$ cat config.mk
export PLATFORM = sky130hd
export DESIGN_NAME = njs_cell
export DESIGN_NICKNAME = d
export VERILOG_FILES = /design/src/hdl/njs_pkg.sv /design/src/hdl/njs_cell.sv
export SDC_FILE = /design/constraint.sdc
export NUM_CORES = 1
export LEC_CHECK = 0
export BUFFER_PORTS_ARGS = -buffer_cell sky130_fd_sc_hd__buf_2
export CAP_MARGIN = 20
export CELL_PAD_IN_SITES_DETAIL_PLACEMENT = 0
export CELL_PAD_IN_SITES_GLOBAL_PLACEMENT = 1
export CORE_AREA = 3 3 104 106
export DETAILED_ROUTE_END_ITERATION = 10
export DIE_AREA = 0 0 107 109
export PLACE_DENSITY = 0.95
export SYNTH_ARGS = -nofsm -noshare
export SYNTH_HDL_FRONTEND = slang
export SYNTH_SLANG_ARGS = --single-unit
$ cat constraint.sdc
create_clock -name clk_i -period 4.31 [get_ports clk_i]
set_clock_uncertainty 0.1 [all_clocks]
set_input_delay 0.2155 -clock clk_i [delete_from_list [all_inputs] [get_ports clk_i]]
set_output_delay 0.2155 -clock clk_i [all_outputs]
set_load 0.005 [all_outputs]
$ cat src/hdl/njs_pkg.sv
// package for the nonpreemptive job scheduler
// beat types and policy codes, no dependencies
`default_nettype none
package njs_pkg;
  localparam logic [1:0] MODE_FIFO = 2'd0;
  localparam logic [1:0] MODE_SJF  = 2'd1;
  localparam logic [1:0] MODE_PRTY = 2'd2;
  localparam logic [1:0] MODE_LIFO = 2'd3;

  typedef struct packed {
    logic [15:0] arrival_time;
    logic [11:0] burst_length;
    logic [7:0]  priority_level;
    logic        last_job;
  } job_in_t;

  typedef struct packed {
    logic [6:0]  job_id;
    logic [18:0] start_time;
    logic [18:0] end_time;
    logic [18:0] wait_time;
    logic        last_result;
  } job_out_t;

  // data handed from cell to cell during a scan
  typedef struct packed {
    logic        found;
    logic [6:0]  idx;
    logic [15:0] arr;
    logic [11:0] burst;
    logic [7:0]  prio;
    logic        pend;
    logic [15:0] min_arr;
  } scan_t;
endpackage
`default_nettype wire

$ cat src/hdl/njs_cell.sv
// one job slot of the scheduler chain: stores a job and compares it
// against the running best that passes through; uses njs_pkg
`default_nettype none
module njs_cell import njs_pkg::*; #(
  parameter int unsigned Idx = 0
) (
  input  wire logic        clk_i,
  input  wire logic        rst_ni,
  input  wire logic        load_i,
  input  wire job_in_t     job_i,
  input  wire logic        clr_i,
  input  wire logic        done_set_i,
  input  wire logic [6:0]  done_idx_i,
  input  wire logic        active_i,
  input  wire logic [1:0]  mode_i,
  input  wire logic [18:0] time_i,
  input  wire scan_t       scan_i,
  output scan_t            scan_o
);
  logic [15:0] arr_q;
  logic [11:0] burst_q;
  logic [7:0]  prio_q;
  logic        done_q;
  logic        ready;
  logic        beats;

  always_ff @(posedge clk_i) begin
    if (load_i) begin
      arr_q   <= job_i.arrival_time;
      burst_q <= job_i.burst_length;
      prio_q  <= job_i.priority_level;
    end
  end

  always_ff @(posedge clk_i or negedge rst_ni) begin
    if (!rst_ni) begin
      done_q <= 1'b0;
    end else if (clr_i || load_i) begin
      done_q <= 1'b0;
    end else if (done_set_i && done_idx_i == 7'(Idx)) begin
      done_q <= 1'b1;
    end
  end

  always_comb begin
    ready = active_i && !done_q && ({3'b0, arr_q} <= time_i);
    case (mode_i)
      MODE_FIFO: beats = arr_q < scan_i.arr;
      MODE_SJF:  beats = burst_q < scan_i.burst ||
                         (burst_q == scan_i.burst && arr_q < scan_i.arr);
      MODE_PRTY: beats = prio_q < scan_i.prio ||
                         (prio_q == scan_i.prio && arr_q < scan_i.arr);
      default:   beats = arr_q > scan_i.arr;
    endcase
    scan_o = scan_i;
    if (ready && (!scan_i.found || beats)) begin
      scan_o.found = 1'b1;
      scan_o.idx   = 7'(Idx);
      scan_o.arr   = arr_q;
      scan_o.burst = burst_q;
      scan_o.prio  = prio_q;
    end
    if (active_i && !done_q && (!scan_i.pend || arr_q < scan_i.min_arr)) begin
      scan_o.pend    = 1'b1;
      scan_o.min_arr = arr_q;
    end
  end
endmodule
`default_nettype wire

==> flow_summary.ini <==
[route]
wire_per_inst_um = 15.6
via_per_inst = 4.75
dr_total_vias = 3393
ant_nets = 0
drc = 0
wirelength_um = 11200
first_iter_violations = 105
firstDrtPassIters = 4

[clock_tree]
clock_sinks = 37
numCtsBuffers = 5
cts-htree-levels = 2
clock_latency_ps = 290
root_buffer = clkbuf_8
cts.path.max_buffers = 2
clk_pin_slew_ps = 90
cts_resized = 0
post_cts_buffers = 0
cts_tree = done

[floorplan]
io_pins = 193
dieArea_mm2 = 0.0117
start_util = 0.374
die_h_um = 109
fp.coreArea_mm2 = 0.00986
fp.dieW_um = 107
rows = 36

[sta]
period_share = 0.958
tightest_slew_ps = 1050
rsz0062_at_grt = false
drv_slew = 0
hold_violations = 0
tns_ps = 0
max_freq_ghz = 0.242
setup_viol = 0
layout_min_cycle_time_ps = 4130
slew_headroom = 0.294

[status]
status = complete, no violations

[final_layout]
drive_gt1_frac = 0.450
final_nets = 780
final_common_cell = buf_2
final_cell_mix = 191 x buf_2, 71 x inv_1, 67 x ha_1
fin_cells = 715
antennaDiodeCount = 0
fin_util = 0.532
syn2layout_area_growth_pct = 42.3

[critical_path]
end_kind = output port
worstPathMaxFanout = 28
r2r-end = done_q
cp.required_ps = 3990
crit_start = arr_q[5]
start_kind = register
crit_type = reg -> out
arrival_ps = 3810
reg2regPathDepth = 2
reg2reg_slack_ps = 3500
worstReg2RegStart = done_q
crit_path_end = scan_o[40]

[pwr]
netSwitchingPower_uw = 375
peakVddDrop_v = 0.000199
combPwrFrac = 0.400
p_int_uw = 805
powerDensity_mw_per_mm2 = 225
sw_frac_of_total = 0.318
power_frac_clock = 0.214
power_frac_seq = 0.386
p_leak_uw = 0.00281

[logic_synthesis]
ys_seq_area_frac = 0.300
synth-seq-cells = 37
syn_avg_cell_area_um2 = 10.6
synthesis.area_mm2 = 0.00369
syn_inst = 349
syn-num-nets = 548
ys.warnings.count = 0
synth_cell_type_count = 43

[grt]
grt_util_all_layers = 0.187
antenna_found_initial = 0
grt_max_degree = 38
grt-ovfl-total = 0
grt_pass1_vias = 3694
grt_pass1_wl_um = 17400

[min_path]
min-delay-path-class = in -> reg

[flow_run]
maxCapViolCount = 0

[placement]
io_buffers = 191
dp_hpwl_um = 8830
dp.cells = 672
gp_congestion = 0.797
-- cells by family after synthesis --
logic type | after synthesis | share of synthesized area
buf+inv | 76 | 0.0859
fa+ha+maj | 67 | 0.227
simple gates | 60 | 0.0920
compound gates | 56 | 0.0995
mux | 53 | 0.195
flops | 37 | 0.300
-- per-layer routing --
layer  share of wire  track usage  up-vias  wire length [um]
li1                -            -     1717                 -
met1            0.40        0.202     1539              4460
met2            0.52        0.373      133              5820
met3           0.075       0.0480        4               841
met4          0.0036       0.0292        0                40
met5               0            0        -                 0
-- power by group through the flow --
stage	Sequential (uW)	Clock [uW]	Combinational, uW
floorplan	452	0	266
CTS	456	264	472
detailed placement	463	0	448
finish	456	253	472
global placement	461	0	436
global route	459	277	531
-- worst max-delay path, stage by stage, from the launching register on --
cell and delay (ps):
edfxtp_1 490, ha_1 330, a21o_1 160, a221o_1 350, a221oi_2 250, o221ai_1 180, mux2i_1 190, o21ai_4 830
buf_12 270, mux2_4 310, buf_2 140
-- repair_timing --
item                                    4_1_cts  5_1_grt
hold buffers                                 32        3
endpoints found under the setup margin        0        0
hold endpoints to repair                     32        3
-- Yosys cell counts, drive strengths merged --
| library cell | number | share of area |
|---|---|---|
| a2111oi | 1 | 0.0024 |
| a211oi | 4 | 0.0095 |
| a21o | 5 | 0.010 |
| a21oi | 23 | 0.031 |
| a221o | 1 | 0.0027 |
| a221oi | 2 | 0.0081 |
| a31oi | 1 | 0.0017 |
| and2 | 9 | 0.015 |
| and3 | 1 | 0.0017 |
| buf | 5 | 0.014 |
| dfrtp | 1 | 0.0068 |
| edfxtp | 36 | 0.29 |
| ha | 67 | 0.23 |
| inv | 71 | 0.072 |
| mux2 | 52 | 0.19 |
| mux2i | 1 | 0.0027 |
| nand2 | 10 | 0.010 |
| nand2b | 2 | 0.0034 |
| nand3 | 4 | 0.0054 |
| nand3b | 1 | 0.0020 |
| nand4 | 11 | 0.019 |
| nand4b | 1 | 0.0024 |
| nor2 | 5 | 0.0051 |
| nor2b | 5 | 0.0085 |
| nor3 | 6 | 0.0095 |
| nor4 | 1 | 0.0017 |
| nor4b | 1 | 0.0024 |
| o211ai | 2 | 0.0041 |
| o21a | 2 | 0.0041 |
| o21ai | 11 | 0.016 |
| o221ai | 2 | 0.0048 |
| o311ai | 2 | 0.0048 |
| or2 | 1 | 0.0017 |
| or3 | 1 | 0.0017 |
| or3b | 1 | 0.0024 |
-- how the worst min path moves through the flow --
| stage | slack, ps | depth (start not counted) | from | to |
|---|---|---|---|---|
| final | 10 | 1 | job_i[30] | arr_q[9] |
| after global routing | 1 | 1 | job_i[30] | arr_q[9] |
| after CTS | 2 | 1 | job_i[28] | arr_q[7] |
| after detailed placement | -110 | 1 | rst_ni | done_q |
| after global placement | -110 | 1 | rst_ni | done_q |
| after floorplan | -180 | 0 | rst_ni | done_q |
-- stage by stage --
| step | power [uW] | hold WS [ps] | instance area [um^2] | worst slack [ps] |
|---|---|---|---|---|
| 4_1_cts | 1190 | 1.75 | 5220 | 121 |
| 5_1_grt | 1270 | 1.32 | 5250 | 0.174 |
| 2_1_floorplan | 718 | -180 | 3690 | 1450 |
| 6_report | 1180 | 13.9 | 5250 | 182 |
| 3_3_place_gp | 897 | -109 | 4810 | 525 |
| 3_5_place_dp | 911 | -109 | 4810 | 448 |
-- final cells by class --
type	count	area, um^2
Sequential cell	37	1110
Clock buffer	5	68.8
Fill cell	893	4620
Tap cell	133	166
Clock inverter	3	17.5
Inverter	71	267
Multi-Input combinational cell	236	2270
Timing Repair Buffer	230	1350
-- registers in the layout, summed over array words and instances (netlist names) --
signal	cells
done_q	1
burst_q	12
prio_q	8
arr_q	16
No activity file was read; power rests on OpenSTA's default activity.
